[config.mk]
export PLATFORM = sky130hd
export DESIGN_NAME = elevator_car_controller_top_flat
export DESIGN_NICKNAME = d
export VERILOG_FILES = /design/src/design/ecc_pkg.sv /design/src/design/ecc_cmd_if.sv /design/src/design/ecc_msg_if.sv /design/src/design/ecc_cfg_if.sv /design/src/design/ecc_cfg_regs.sv /design/src/design/ecc_in_reg.sv /design/src/design/ecc_core.sv /design/src/design/ecc_msg_out.sv /design/src/design/elevator_car_controller_top.sv /design/src/flat_wrapper.sv
export SDC_FILE = /design/constraint.sdc
export NUM_CORES = 1
export LEC_CHECK = 0
export ABC_AREA = 1
export BUFFER_PORTS_ARGS = -buffer_cell sky130_fd_sc_hd__buf_2
export CAP_MARGIN = 20
export CELL_PAD_IN_SITES_DETAIL_PLACEMENT = 1
export CELL_PAD_IN_SITES_GLOBAL_PLACEMENT = 1
export CORE_MARGIN = 1
export CORE_UTILIZATION = 49
export CTS_CLUSTER_DIAMETER = 50
export DETAILED_ROUTE_END_ITERATION = 7
export PLACE_DENSITY = 0.94
export SLEW_MARGIN = 20
export SYNTH_ARGS = -nofsm -noshare
export SYNTH_HDL_FRONTEND = slang
export SYNTH_HIERARCHICAL = 1
export SYNTH_SLANG_ARGS = --single-unit
[constraint.sdc]
create_clock -name clk -period 11.57 [get_ports clk]
set_clock_uncertainty 0.2 [all_clocks]
set_input_delay 0.5785 -clock clk [delete_from_list [all_inputs] [get_ports clk]]
set_output_delay 0.5785 -clock clk [all_outputs]
set_load 0.005 [all_outputs]
[src/design/ecc_pkg.sv]
package ecc_pkg;

  localparam int unsigned FLOOR_W = 5;
  localparam int unsigned ACC_W   = 17;
  localparam int unsigned MSG_N   = 4;

  localparam logic [FLOOR_W-1:0] MAX_FLOOR = 5'd20;

  localparam logic [9:0]       TICK_MS_RST  = 10'd200;
  localparam logic [15:0]      DOOR_MS_RST  = 16'd1000;
  localparam logic [15:0]      FLOOR_MS_RST = 16'd1000;
  localparam logic [ACC_W-1:0] ACC_MAX      = '1;

  // Configuration register indexes.
  localparam logic [1:0] CFG_TICK_MS  = 2'd0;
  localparam logic [1:0] CFG_DOOR_MS  = 2'd1;
  localparam logic [1:0] CFG_FLOOR_MS = 2'd2;

  // Acknowledge and error codes carried in the message value.
  localparam logic [4:0] ACK_CALL   = 5'd0;
  localparam logic [4:0] ACK_OPEN   = 5'd1;
  localparam logic [4:0] ACK_CLOSE  = 5'd2;
  localparam logic [4:0] ACK_STATUS = 5'd3;
  localparam logic [4:0] ERR_MOVING = 5'd0;

  typedef enum logic [2:0] {
    CMD_CALL   = 3'd0,
    CMD_OPEN   = 3'd1,
    CMD_CLOSE  = 3'd2,
    CMD_STATUS = 3'd3,
    CMD_TICK   = 3'd4
  } cmd_e;

  typedef enum logic [2:0] {
    K_POS    = 3'd0,
    K_MOTION = 3'd1,
    K_DOOR   = 3'd2,
    K_ACK    = 3'd3,
    K_ERR    = 3'd4
  } kind_e;

  typedef enum logic [1:0] {
    MV_IDLE = 2'd0,
    MV_UP   = 2'd1,
    MV_DOWN = 2'd2
  } motion_e;

  typedef enum logic [1:0] {
    DR_CLOSED  = 2'd0,
    DR_OPENING = 2'd1,
    DR_OPEN    = 2'd2,
    DR_CLOSING = 2'd3
  } door_e;

  typedef struct packed {
    logic [2:0]         cmd;
    logic [FLOOR_W-1:0] call_floor;
  } item_t;

  typedef struct packed {
    logic [9:0]  tick_ms;
    logic [15:0] door_ms;
    logic [15:0] floor_ms;
  } cfg_t;

  typedef struct packed {
    kind_e      kind;
    logic [4:0] value;
  } msg_t;

  // Messages caused by one command, in order, with their count (0 to 4).
  typedef struct packed {
    logic [2:0]            cnt;
    msg_t [MSG_N-1:0]      msgs;
  } bundle_t;

endpackage

[src/design/ecc_cmd_if.sv]
interface ecc_cmd_if import ecc_pkg::*; ();
  logic               valid;
  logic               ready;
  logic [2:0]         cmd;
  logic [FLOOR_W-1:0] call_floor;

  modport source (output valid, output cmd, output call_floor, input ready);
  modport sink   (input valid, input cmd, input call_floor, output ready);
endinterface

[src/design/ecc_msg_if.sv]
interface ecc_msg_if;
  logic       valid;
  logic       ready;
  logic [2:0] msg_kind;
  logic [4:0] msg_value;
  logic       last;

  modport source (output valid, output msg_kind, output msg_value, output last,
                  input ready);
  modport sink   (input valid, input msg_kind, input msg_value, input last,
                  output ready);
endinterface

[src/design/ecc_cfg_if.sv]
interface ecc_cfg_if;
  logic        valid;
  logic        ready;
  logic [1:0]  index;
  logic [15:0] data;

  modport source (output valid, output index, output data, input ready);
  modport sink   (input valid, input index, input data, output ready);
endinterface

[src/design/ecc_cfg_regs.sv]
module ecc_cfg_regs import ecc_pkg::*; (
  input  logic     clk,
  input  logic     rst_n,
  ecc_cfg_if.sink  cfg_ch,
  output cfg_t     cfg
);

  cfg_t cfg_r;

  assign cfg_ch.ready = 1'b1;
  assign cfg          = cfg_r;

  always_ff @(posedge clk) begin
    if (!rst_n) begin
      cfg_r.tick_ms  <= TICK_MS_RST;
      cfg_r.door_ms  <= DOOR_MS_RST;
      cfg_r.floor_ms <= FLOOR_MS_RST;
    end else if (cfg_ch.valid) begin
      case (cfg_ch.index)
        CFG_TICK_MS:  cfg_r.tick_ms  <= cfg_ch.data[9:0];
        CFG_DOOR_MS:  cfg_r.door_ms  <= cfg_ch.data;
        CFG_FLOOR_MS: cfg_r.floor_ms <= cfg_ch.data;
        default: begin
        end
      endcase
    end
  end

endmodule

[src/design/ecc_in_reg.sv]
module ecc_in_reg import ecc_pkg::*; (
  input  logic     clk,
  input  logic     rst_n,
  ecc_cmd_if.sink  in_ch,
  input  logic     take,
  output logic     item_valid,
  output item_t    item
);

  logic  valid_r;
  item_t item_r;
  logic  accept;

  // The slot refills in the same cycle as the core consumes it.
  assign in_ch.ready = !valid_r || take;
  assign accept      = in_ch.valid && in_ch.ready;
  assign item_valid  = valid_r;
  assign item        = item_r;

  always_ff @(posedge clk) begin
    if (!rst_n) begin
      valid_r <= 1'b0;
    end else if (accept) begin
      valid_r <= 1'b1;
    end else if (take) begin
      valid_r <= 1'b0;
    end
  end

  always_ff @(posedge clk) begin
    if (accept) begin
      item_r.cmd        <= in_ch.cmd;
      item_r.call_floor <= in_ch.call_floor;
    end
  end

endmodule

[src/design/ecc_core.sv]
module ecc_core import ecc_pkg::*; (
  input  logic    clk,
  input  logic    rst_n,
  input  cfg_t    cfg,
  input  logic    item_valid,
  input  item_t   item,
  output logic    take,
  input  logic    bnd_ready,
  output logic    bnd_valid,
  output bundle_t bnd
);

  logic [FLOOR_W-1:0] cur_r, cur_nxt;
  logic [FLOOR_W-1:0] goal_r, goal_nxt;
  motion_e            motion_r, motion_nxt;
  door_e              door_r, door_nxt;
  logic [ACC_W-1:0]   door_el_r, door_el_nxt;
  logic [ACC_W-1:0]   trav_el_r, trav_el_nxt;

  logic [ACC_W:0]     door_sum, trav_sum;
  logic [ACC_W-1:0]   door_acc, trav_acc;
  logic [2:0]         n;
  bundle_t            b;
  logic               arrived;

  assign take = item_valid && bnd_ready;

  // Saturating accumulator sums for a tick.
  assign door_sum = {1'b0, door_el_r} + {{(ACC_W - 9){1'b0}}, cfg.tick_ms};
  assign trav_sum = {1'b0, trav_el_r} + {{(ACC_W - 9){1'b0}}, cfg.tick_ms};
  assign door_acc = door_sum[ACC_W] ? ACC_MAX : door_sum[ACC_W-1:0];
  assign trav_acc = trav_sum[ACC_W] ? ACC_MAX : trav_sum[ACC_W-1:0];

  always_comb begin
    cur_nxt     = cur_r;
    goal_nxt    = goal_r;
    motion_nxt  = motion_r;
    door_nxt    = door_r;
    door_el_nxt = door_el_r;
    trav_el_nxt = trav_el_r;
    b           = '0;
    n           = 3'd0;
    arrived     = 1'b0;
    if (take) begin
      case (item.cmd)
        CMD_CALL: begin
          if (item.call_floor != 5'd0 && item.call_floor <= MAX_FLOOR) begin
            goal_nxt = item.call_floor;
            if (door_r == DR_OPEN || door_r == DR_OPENING) begin
              door_nxt    = DR_CLOSING;
              door_el_nxt = '0;
              b.msgs[n[1:0]] = '{kind: K_DOOR, value: {3'b0, DR_CLOSING}};
              n = n + 3'd1;
            end
            if (item.call_floor == cur_r) begin
              b.msgs[n[1:0]] = '{kind: K_ACK, value: ACK_CALL};
              n = n + 3'd1;
              door_nxt    = DR_OPENING;
              door_el_nxt = '0;
              b.msgs[n[1:0]] = '{kind: K_DOOR, value: {3'b0, DR_OPENING}};
              n = n + 3'd1;
            end else begin
              if (motion_r == MV_IDLE) begin
                motion_nxt = (item.call_floor > cur_r) ? MV_UP : MV_DOWN;
                b.msgs[n[1:0]] = '{kind: K_MOTION, value: {3'b0, motion_nxt}};
                n = n + 3'd1;
              end
              b.msgs[n[1:0]] = '{kind: K_ACK, value: ACK_CALL};
              n = n + 3'd1;
            end
          end
        end
        CMD_OPEN: begin
          if (motion_r != MV_IDLE) begin
            b.msgs[n[1:0]] = '{kind: K_ERR, value: ERR_MOVING};
            n = n + 3'd1;
          end else begin
            if (door_r == DR_CLOSED || door_r == DR_CLOSING) begin
              door_nxt    = DR_OPENING;
              door_el_nxt = '0;
              b.msgs[n[1:0]] = '{kind: K_DOOR, value: {3'b0, DR_OPENING}};
              n = n + 3'd1;
            end
            b.msgs[n[1:0]] = '{kind: K_ACK, value: ACK_OPEN};
            n = n + 3'd1;
          end
        end
        CMD_CLOSE: begin
          if (door_r == DR_OPEN || door_r == DR_OPENING) begin
            door_nxt    = DR_CLOSING;
            door_el_nxt = '0;
            b.msgs[n[1:0]] = '{kind: K_DOOR, value: {3'b0, DR_CLOSING}};
            n = n + 3'd1;
          end
          b.msgs[n[1:0]] = '{kind: K_ACK, value: ACK_CLOSE};
          n = n + 3'd1;
        end
        CMD_STATUS: begin
          b.msgs[0] = '{kind: K_POS, value: cur_r};
          b.msgs[1] = '{kind: K_MOTION, value: {3'b0, motion_r}};
          b.msgs[2] = '{kind: K_DOOR, value: {3'b0, door_r}};
          b.msgs[3] = '{kind: K_ACK, value: ACK_STATUS};
          n = 3'd4;
        end
        CMD_TICK: begin
          if (door_r == DR_OPENING || door_r == DR_CLOSING) begin
            door_el_nxt = door_acc;
            if (door_acc >= {1'b0, cfg.door_ms}) begin
              door_nxt = (door_r == DR_OPENING) ? DR_OPEN : DR_CLOSED;
              b.msgs[n[1:0]] = '{kind: K_DOOR, value: {3'b0, door_nxt}};
              n = n + 3'd1;
            end
          end
          // Travel only sees the door as it stands after this tick.
          if (motion_r != MV_IDLE && door_nxt == DR_CLOSED) begin
            trav_el_nxt = trav_acc;
            if (trav_acc >= {1'b0, cfg.floor_ms}) begin
              trav_el_nxt = '0;
              cur_nxt = (motion_r == MV_UP) ? cur_r + 5'd1 : cur_r - 5'd1;
              b.msgs[n[1:0]] = '{kind: K_POS, value: cur_nxt};
              n = n + 3'd1;
              arrived = (motion_r == MV_UP) ? (cur_nxt >= goal_r)
                                            : (cur_nxt <= goal_r);
              if (arrived) begin
                motion_nxt = MV_IDLE;
                b.msgs[n[1:0]] = '{kind: K_MOTION, value: {3'b0, MV_IDLE}};
                n = n + 3'd1;
                door_nxt    = DR_OPENING;
                door_el_nxt = '0;
                b.msgs[n[1:0]] = '{kind: K_DOOR, value: {3'b0, DR_OPENING}};
                n = n + 3'd1;
              end
            end
          end
        end
        default: begin
        end
      endcase
    end
    b.cnt = n;
  end

  assign bnd       = b;
  assign bnd_valid = take && (n != 3'd0);

  always_ff @(posedge clk) begin
    if (!rst_n) begin
      cur_r     <= 5'd1;
      goal_r    <= 5'd1;
      motion_r  <= MV_IDLE;
      door_r    <= DR_CLOSED;
      door_el_r <= '0;
      trav_el_r <= '0;
    end else begin
      cur_r     <= cur_nxt;
      goal_r    <= goal_nxt;
      motion_r  <= motion_nxt;
      door_r    <= door_nxt;
      door_el_r <= door_el_nxt;
      trav_el_r <= trav_el_nxt;
    end
  end

endmodule

[src/design/ecc_msg_out.sv]
module ecc_msg_out import ecc_pkg::*; (
  input  logic     clk,
  input  logic     rst_n,
  input  logic     bnd_valid,
  input  bundle_t  bnd,
  output logic     bnd_ready,
  ecc_msg_if.source out_ch
);

  logic       busy_r;
  bundle_t    bnd_r;
  logic [1:0] idx_r;
  logic       is_last;
  logic       beat;
  msg_t       cur_msg;

  assign cur_msg = bnd_r.msgs[idx_r];
  assign is_last = ({1'b0, idx_r} + 3'd1) == bnd_r.cnt;
  assign beat    = busy_r && out_ch.ready;

  // A new run may load on the cycle its predecessor's final beat leaves.
  assign bnd_ready = !busy_r || (beat && is_last);

  assign out_ch.valid     = busy_r;
  assign out_ch.msg_kind  = cur_msg.kind;
  assign out_ch.msg_value = cur_msg.value;
  assign out_ch.last      = is_last;

  always_ff @(posedge clk) begin
    if (!rst_n) begin
      busy_r <= 1'b0;
      idx_r  <= 2'd0;
    end else if (bnd_valid && bnd_ready) begin
      busy_r <= 1'b1;
      idx_r  <= 2'd0;
    end else if (beat) begin
      if (is_last) begin
        busy_r <= 1'b0;
      end else begin
        idx_r <= idx_r + 2'd1;
      end
    end
  end

  always_ff @(posedge clk) begin
    if (bnd_valid && bnd_ready) begin
      bnd_r <= bnd;
    end
  end

endmodule

[src/design/elevator_car_controller_top.sv]
// Single-car elevator controller. Each beat on the command channel is a call
// to a floor, a door open, a door close, a status query or a timer tick, and
// it answers with a run of zero to four event beats (position, motion, door,
// acknowledge, error) on the message channel, the final beat of each run
// flagged by last. A command first lands in an input register; once the
// output buffer can take a run, the controller state is updated and the
// whole run of messages is formed at once and handed to that buffer, which
// then issues one message per cycle while the sink is ready. The input
// register takes a new command while an earlier run is still draining; the
// core takes the next command only when the buffer can load its run, so the
// message buffer paces the commands. Door and travel timing come from the
// tick_ms, door_ms and floor_ms registers; by the user's rule they are
// written through the configuration channel only while the block is idle,
// which the block itself does not enforce. A write to an index beyond the
// three registers is taken and has no effect.
module elevator_car_controller_top import ecc_pkg::*; (
  input  logic       clk,
  input  logic       rst_n,
  ecc_cmd_if.sink    in_ch,
  ecc_msg_if.source  out_ch,
  ecc_cfg_if.sink    cfg_ch
);

  cfg_t    cfg;
  logic    item_valid;
  item_t   item;
  logic    take;
  logic    bnd_ready;
  logic    bnd_valid;
  bundle_t bnd;

  // Timing registers.
  ecc_cfg_regs u_cfg (
    .clk    (clk),
    .rst_n  (rst_n),
    .cfg_ch (cfg_ch),
    .cfg    (cfg)
  );

  // Command input register, refilled as the core consumes it.
  ecc_in_reg u_in (
    .clk        (clk),
    .rst_n      (rst_n),
    .in_ch      (in_ch),
    .take       (take),
    .item_valid (item_valid),
    .item       (item)
  );

  // Controller state and message formation, one command per cycle while the output buffer is ready.
  ecc_core u_core (
    .clk        (clk),
    .rst_n      (rst_n),
    .cfg        (cfg),
    .item_valid (item_valid),
    .item       (item),
    .take       (take),
    .bnd_ready  (bnd_ready),
    .bnd_valid  (bnd_valid),
    .bnd        (bnd)
  );

  // Output buffer that issues a run one beat at a time.
  ecc_msg_out u_out (
    .clk       (clk),
    .rst_n     (rst_n),
    .bnd_valid (bnd_valid),
    .bnd       (bnd),
    .bnd_ready (bnd_ready),
    .out_ch    (out_ch)
  );

endmodule
[src/flat_wrapper.sv]
// flat-port wrapper written by rule: the top's interface ports become plain ports
module elevator_car_controller_top_flat import ecc_pkg::*;
  (clk, rst_n, in_ch_valid, in_ch_cmd, in_ch_call_floor, in_ch_ready, out_ch_valid, out_ch_msg_kind, out_ch_msg_value, out_ch_last, out_ch_ready, cfg_ch_valid, cfg_ch_index, cfg_ch_data, cfg_ch_ready);
  ecc_cmd_if in_ch_i ();
  ecc_msg_if out_ch_i ();
  ecc_cfg_if cfg_ch_i ();
  input  logic clk;
  input  logic rst_n;
  input wire logic [$bits(in_ch_i.valid)-1:0] in_ch_valid;
  input wire logic [$bits(in_ch_i.cmd)-1:0] in_ch_cmd;
  input wire logic [$bits(in_ch_i.call_floor)-1:0] in_ch_call_floor;
  output wire logic [$bits(in_ch_i.ready)-1:0] in_ch_ready;
  output wire logic [$bits(out_ch_i.valid)-1:0] out_ch_valid;
  output wire logic [$bits(out_ch_i.msg_kind)-1:0] out_ch_msg_kind;
  output wire logic [$bits(out_ch_i.msg_value)-1:0] out_ch_msg_value;
  output wire logic [$bits(out_ch_i.last)-1:0] out_ch_last;
  input wire logic [$bits(out_ch_i.ready)-1:0] out_ch_ready;
  input wire logic [$bits(cfg_ch_i.valid)-1:0] cfg_ch_valid;
  input wire logic [$bits(cfg_ch_i.index)-1:0] cfg_ch_index;
  input wire logic [$bits(cfg_ch_i.data)-1:0] cfg_ch_data;
  output wire logic [$bits(cfg_ch_i.ready)-1:0] cfg_ch_ready;
  assign in_ch_i.valid = in_ch_valid;
  assign in_ch_i.cmd = in_ch_cmd;
  assign in_ch_i.call_floor = in_ch_call_floor;
  assign in_ch_ready = in_ch_i.ready;
  assign out_ch_valid = out_ch_i.valid;
  assign out_ch_msg_kind = out_ch_i.msg_kind;
  assign out_ch_msg_value = out_ch_i.msg_value;
  assign out_ch_last = out_ch_i.last;
  assign out_ch_i.ready = out_ch_ready;
  assign cfg_ch_i.valid = cfg_ch_valid;
  assign cfg_ch_i.index = cfg_ch_index;
  assign cfg_ch_i.data = cfg_ch_data;
  assign cfg_ch_ready = cfg_ch_i.ready;
  elevator_car_controller_top u_core (.clk(clk), .rst_n(rst_n), .in_ch(in_ch_i), .out_ch(out_ch_i), .cfg_ch(cfg_ch_i));
endmodule
==> metrics, run 1 <==
status complete, no violations; Slew @ Worst Pin 0.909 ns; highest routed layer met4; share of Yosys cell area claimed by the top area cell type 0.197; DR WL/cell 19.1 um; die width 142 um; Critical Path Fanout Max 35; Max Cap Viol 0; initial antenna violation count 0; share of cells above drive strength 1 0.0867; Num CTS Buffers 17; metal2 WL 16200 um; total power 1.34 mW; Util after Layout 0.557; CTS Root Cell clkbuf_16; Cell Pwr Density 127 mW/mm^2; Placer Congestion 0.902; Worst Setup End Kind register; Post-Syn Area 0.00956 sq mm; number of H-tree levels 4; slowest stage cell on the critical path inv_1; IO Pins 43; data arrival time of the critical path 5.76 ns; crit path time final 5.88 ns; final setup vio count 0; FF+latch count, synth 137; Post-CTS Repair Setup Buffers 0; vias in the first global route 10.1k; Layout area overhead 10.1%; met3 WL 2020 um; die area 0.0201 sq mm; n_diodes 0; GR Util All Layers 0.332; post-route DRC violation count 0; Port Buf Inserts 41; WS Path Type register to register; post-route ant nets 0; P_leak 5.20 nW; count leader, synth nand2_1; period utilization 0.509; largest cells by area after synthesis dfxtp_1 20%, edfxtp_1 14%, nand2_1 13%; DR vias/cell 5.76; PostCTS Resize Cnt 0; Clk pin slew, worst setup/hold paths 0.06 ns; Place WS 5.88 ns; Yosys warning count 6; synthesized area per cell 6.87 sq um; vias 9726; GRT overflow 0; fin nets 1527; CP startpoint kind register; maximum clock rate 170 MHz; dpl hpwl 23000 um; async set or reset register ratio after synthesis 0; RSZ-0062 raised after global routing no; fin. max-slew vios 0; HP Class input pin to register; Buf/Inv on CP 5; largest area contributor in the netlist dfxtp_1; CP required 11.45 ns; starting DRC count in detailed routing 725; number of synthesized flops with an enable pin 43; CTS Hold Bufs 0; cell row count 50; first-pass GRT wire length 51500 um; final worst-path setup slack 5.69 ns; maximum vdd drop 0.0000850 V; cells after synthesis 1392; core area 0.0189 sq mm; CP delay by family, top simple AND/OR/NAND/NOR gates; Slew HR 0.394; Die H 142 um; setup_tns 0 ns; Hold Vio Cnt, Final 0; sequential area share after synthesis 0.332; CTS sink count 137; M1 WL 13100 um; Worst-Skew Late Latency 0.44 ns; Synth Flop Type dfxtp_1; CTS tree done; final wirelength 32300 um; Clock Tree Buf Depth 2; Worst path most repeated cell nand2_1; top cells by count, synth 323 x nand2_1, 211 x inv_1, 158 x nor2_1; first drt pass iteration count 5; CP max stage delay 0.45 ns; fill count 2510; pin count of the biggest net entering global routing 57; post-synth cell types 57; Initial Util 0.506
==> worst register-to-register path, delay by kind of cell, from the launching register on <==
kind,cells,cell delay (ns)
AND/OR/NAND/NOR,24,2.80
buffers and inverters,5,1.11
adder cells (fa/ha/maj),2,0.73
flip-flops,1,0.34
AO/OA/AOI/OAI,2,0.31
==> where the power goes <==
part / switching (mW) / total (mW) / internal [mW]
Clock: 0.242 / 0.548 / 0.307
Sequential: 0.0203 / 0.542 / 0.522
Combinational: 0.169 / 0.248 / 0.0794
Total: 0.431 / 1.34 / 0.908
==> path summary, 6_finish.rpt <==
kind	start	endpoint	slack (ns)	depth (start not counted)
max	u_core/u_cfg/cfg[36]$_SDFFE_PN0P_	u_core/u_out/bnd_r[13]$_DFFE_PP_	5.69	33
min	in_ch_call_floor[4]	u_core/u_in/item[4]$_DFFE_PP_	0.12	1
max reg2reg	u_core/u_cfg/cfg[36]$_SDFFE_PN0P_	u_core/u_out/bnd_r[13]$_DFFE_PP_	5.69	33
min reg2reg	u_core/u_cfg/cfg[5]$_SDFFE_PN1P_	u_core/u_cfg/cfg[5]$_SDFFE_PN1P_	0.26	2
==> per-stage QoR <==
step | cell area (sq um) | cells | hold slack [ns]
3_3_place_gp | 9900 | 1656 | 0.244
6_report | 10500 | 1690 | 0.123
3_5_place_dp | 9900 | 1656 | 0.249
5_1_grt | 10500 | 1690 | 0.115
4_1_cts | 10500 | 1688 | 0.111
2_1_floorplan | 9590 | 1400 | 0.229
==> state kept, by name (all words and copies together) (netlist names), 5 cells and up <==
name and flops:
u_core/u_core/trav_el_r 17, u_core/u_in/item 8, u_core/u_out/bnd_r 35, u_core/u_core/goal_r 5, u_core/u_core/cur_r 5, u_core/u_cfg/cfg 42, u_core/u_core/door_el_r 17
==> logic make-up after synthesis <==
| kind of cell | after synthesis | share of synthesized area |
|---|---|---|
| buf+inv | 271 | 0.115 |
| fa+ha+maj | 79 | 0.106 |
| other cells | 2 | 0.000786 |
| flops | 137 | 0.332 |
| compound gates | 208 | 0.119 |
| xor+xnor | 25 | 0.0237 |
| simple gates | 670 | 0.304 |
==> cell usage in the layout (no fill, tap or decap), types with 2 or more instances in the layout <==
cell,instances
xor2_1,13
xnor2_1,11
or2_2,10
nand2_2,7
nor2_2,7
a211oi_1,2
a21oi_1,128
nor3_1,17
inv_1,211
ha_1,76
nand3_4,2
nor2_1,158
nand3_1,115
a31oi_1,6
a221oi_1,2
inv_2,2
conb_1,10
nand3b_1,3
nand4_1,13
nand3_2,6
nand2_1,323
fa_1,3
o211ai_1,2
edfxtp_1,43
a21o_1,2
o311ai_0,2
inv_6,7
clkinv_1,5
o22ai_1,12
dfxtp_1,94
clkinv_4,2
clkbuf_16,19
o21ai_0,40
buf_2,41
nand2_4,2
buf_4,7
a21boi_0,2
==> cell type report <==
type / instances / area [sq um] / share of cell area
inverters: 219 / 827 / 0.0786
repair buffers: 50 / 298 / 0.0283
well taps: 260 / 325 / 0.0309
flip-flops and latches: 137 / 3170 / 0.302
multi-input cells: 992 / 5320 / 0.505
clock inverters: 12 / 100 / 0.00951
clock buffers: 20 / 480 / 0.0457
==> routing by layer <==
| layer | up-vias | GRT usage |
|---|---|---|
| li1 | 4543 | - |
| met1 | 4700 | 0.394 |
| met2 | 398 | 0.582 |
| met3 | 85 | 0.0584 |
| met4 | 0 | 0.153 |
| met5 | - | 0 |
(Power assumes the default switching activity.)
==> inputs of run 2 (changes only) <==
--- a/config.mk
+++ b/config.mk
@@ -5,7 +5,7 @@
 export SDC_FILE = /design/constraint.sdc
 export NUM_CORES = 1
 export LEC_CHECK = 0
-export ABC_AREA = 1
+export ABC_AREA = 0
 export BUFFER_PORTS_ARGS = -buffer_cell sky130_fd_sc_hd__buf_2
 export CAP_MARGIN = 20
 export CELL_PAD_IN_SITES_DETAIL_PLACEMENT = 1
@@ -14,7 +14,7 @@
 export CORE_UTILIZATION = 49
 export CTS_CLUSTER_DIAMETER = 50
 export DETAILED_ROUTE_END_ITERATION = 7
-export PLACE_DENSITY = 0.94
+export PLACE_DENSITY = 0.89
 export SLEW_MARGIN = 20
 export SYNTH_ARGS = -nofsm -noshare
 export SYNTH_HDL_FRONTEND = slang
==> constraint.sdc (replaced) <==
create_clock -name clk -period 5.8 [get_ports clk]
set_clock_uncertainty 0.2 [all_clocks]
set_input_delay 0.29 -clock clk [delete_from_list [all_inputs] [get_ports clk]]
set_output_delay 0.29 -clock clk [all_outputs]
set_load 0.005 [all_outputs]
==> run 2 against run 1 <==
- synthesized area shrank 8.2%
- setup slack lost 5.6 ns
- die area shrank 8.1%
- global-route usage shrank 0.46 points
- via count shrank 18%
- final cell count shrank 26%
- routed wire length shrank 9.3%
- sequential share of layout area grew 1.3 points
- final area shrank 4.0%
==> metrics, run 2 <==
Yosys warning count 6 (unchanged); async set or reset register ratio after synthesis 0 (unchanged); most frequent cells in the layout 130 x nand2_1, 94 x dfxtp_1, 76 x ha_1, 67 x inv_1, 66 x a21oi_1; share of cells above drive strength 1 0.144 (+0.0577); vias in the first global route 8293 (-18%); Port Buf Inserts 41 (unchanged); count leader, synth nand2_1; final setup vio count 0 (unchanged); maximum clock rate 176 MHz (+3.8%); Worst-Skew Late Latency 0.44 ns (about the same); Critical Path Fanout Max 35 (unchanged); Cell Pwr Density 258 mW/mm^2 (+100%); pin count of the biggest net entering global routing 44 (-23%); Hold Vio Cnt, Final 0 (unchanged); Die H 136 um (-4.1%); die area 0.0184 sq mm (-8.1%); share of Yosys cell area claimed by the top area cell type 0.214 (+0.0176); number of H-tree levels 4 (unchanged); CTS tree done; Clk pin slew, worst setup/hold paths 0.06 ns (about the same); CP max stage delay 0.44 ns (about the same); worst-path cell chain ha_1 > fa_1 > a21oi_1 > or3b_2 > nand3_1 > a21o_1 > a21oi_1 > xor2_1 > nand2_1 > ha_1 > nand4_1 > nor4_2 > nor2_1 > and4_1 > o21a_4 > nor4_4 > a22oi_1 > o2111ai_1 > inv_1 > nor2_4 > buf_12; CTS Root Cell clkbuf_16; data arrival time of the critical path 5.60 ns (-0.16 ns); GRT overflow 0 (unchanged); synthesized area per cell 9.18 sq um (+34%); final wirelength 29300 um (-9.3%); max reg flops 42 (unchanged); cells after synthesis 956 (-31%); CP startpoint kind register; setup_tns 0 ns (unchanged); Post-Syn Area 0.00877 sq mm (-8.2%); fin nets 1122 (-27%); Initial Util 0.504 (-0.00209); Max Cap Viol 0 (unchanged); FF+latch count, synth 137 (unchanged); fill count 1988 (-21%); maximum vdd drop 0.000229 V (+170%); n_diodes 0 (unchanged); status complete, no violations; first drt pass iteration count 5 (unchanged); Placed Area 0.00916 sq mm (-7.5%); dpl hpwl 19100 um (-17%); starting DRC count in detailed routing 742 (+2.3%); Slew @ Worst Pin 1.03 ns (+0.117 ns); core area 0.0174 sq mm (-7.8%); post-route DRC violation count 0 (unchanged); post-synth cell types 83 (+46%); slowest stage cell on the critical path fa_1; die width 136 um (-4.1%); cell row count 48 (-4.0%); Worst Setup End Kind register; HP Class input pin to register; initial antenna violation count 0 (unchanged); sequential area share after synthesis 0.362 (+0.0296); CP required 5.73 ns (-5.72 ns); GR Util All Layers 0.327 (-0.00462); DR WL/cell 23.5 um (+23%); WS Path Type register to register; P_leak 4.14 nW (-20%); CTS sink count 137 (unchanged); period utilization 0.978 (+0.469); crit path time final 5.67 ns (-0.213 ns); Slew HR 0.316 (-0.0782); fin. max-slew vios 0 (unchanged); largest cells by area after synthesis dfxtp_1 21%, edfxtp_1 15%, ha_1 11%; largest area contributor in the netlist dfxtp_1; Synth Flop Type dfxtp_1; top cells by count, synth 130 x nand2_1, 94 x dfxtp_1, 76 x ha_1; IO Pins 43 (unchanged); post-route ant nets 0 (unchanged); Num CTS Buffers 17 (unchanged); commonest non-fill, non-tap cell in the layout nand2_1; vias 7954 (-18%); Clock Tree Buf Depth 2 (unchanged); Placer Congestion 0.874 (-3.1%); DR vias/cell 6.36 (+11%); first-pass GRT wire length 45100 um (-12%); number of synthesized flops with an enable pin 43 (unchanged); Layout area overhead 15.1%; Final Cell Area 0.0101 sq mm (-4.0%)
==> run 2: cell count changes in the layout (fill, tap and decap cells not counted), sizes merged, moves of 11 or more <==
cell         previous run  this run
o21a                    0        11
inv                   222        69
a21oi                 129        66
nand2                 332       130
a211oi                  2        13
nand3                 123        35
nor2                  166        39
nor2b                   0        31
mux2i                   0        50
dlygate4sd3             0        17
a22o                    0        15
==> run 2: logic make-up after synthesis <==
group | count (synthesis) | synth area share
and+or+nand+nor | 323 | 0.185
xor gates and xnor gates | 26 | 0.0311
muxes | 62 | 0.0831
buffers and inverters | 114 | 0.0596
AOI/OAI and AO/OA | 213 | 0.164
adders and majority gates | 79 | 0.115
DFF | 137 | 0.362
other | 2 | 0.000856
==> run 2: metal layers <==
metal | track usage | vias to the layer above | share of wire
li1 | - | 3545 | -
met1 | 0.366 | 3913 | 0.39
met2 | 0.577 | 361 | 0.51
met3 | 0.0559 | 135 | 0.048
met4 | 0.200 | 0 | 0.058
met5 | 0 | - | 0
==> run 2: report_power, final <==
group	switching, mW	internal (mW)
Clock	0.459	0.810
Combinational	0.173	0.109
Sequential	0.0292	1.03
==> run 2: path summary, 6_finish.rpt <==
kind	from	to	slack, ns	depth (start not counted)
worst max-delay path	u_core/u_cfg/cfg[32]$_SDFFE_PN0P_	u_core/u_out/bnd_r[27]$_DFFE_PP_	0.13	21
worst min register to register	u_core/u_core/goal_r[1]$_SDFFE_PN0P_	u_core/u_core/goal_r[1]$_SDFFE_PN0P_	0.26	2
worst min-delay path	cfg_ch_data[7]	u_core/u_cfg/cfg[23]$_SDFFE_PN1P_	0.03	3
worst max register to register	u_core/u_cfg/cfg[32]$_SDFFE_PN0P_	u_core/u_out/bnd_r[27]$_DFFE_PP_	0.13	21
==> run 2: worst max-delay path: cells and delay by family (launching register included) <==
kind / cells / cell delay [ns]
AND/OR/NAND/NOR: 9 / 1.95
buffers and inverters: 2 / 0.37
AO/OA/AOI/OAI: 6 / 1.24
adder cells (fa/ha/maj): 3 / 1.03
XOR/XNOR: 1 / 0.21
flip-flops: 1 / 0.33
==> run 2: timing repair <==
| action | CTS | global route |
|---|---|---|
| hold endpoints to repair | 27 | 0 |
| pin swaps | 0 | 2 |
| buffers inserted | 0 | 1 |
| hold buffers | 17 | 0 |
| resized for setup | 4 | 12 |
| setup endpoints to repair | 52 | 35 |
==> run 2: layout make-up <==
type,count,area [sq um],area share
Multi-Input combinational cell,713,5190,0.514
Sequential cell,137,3170,0.314
Timing Repair Buffer,75,523,0.0518
Clock buffer,18,429,0.0425
Tap cell,225,282,0.0279
Inverter,68,255,0.0253
Clock inverter,14,244,0.0242
==> run 2: stage by stage <==
stage / power (mW) / utilization / setup slack, ns / cells / hold slack [ns]
2_1_floorplan: 1.24 / - / 0.164 / 964 / 0.189
3_3_place_gp: 1.31 / 0.526 / 0.308 / 1199 / 0.242
3_5_place_dp: 1.33 / 0.526 / 0.0353 / 1199 / 0.251
4_1_cts: 2.60 / 0.575 / 0.124 / 1248 / 0.0103
5_1_grt: 2.68 / 0.580 / -0.0373 / 1250 / 0.0167
6_report: 2.61 / 0.580 / 0.129 / 1250 / 0.0269
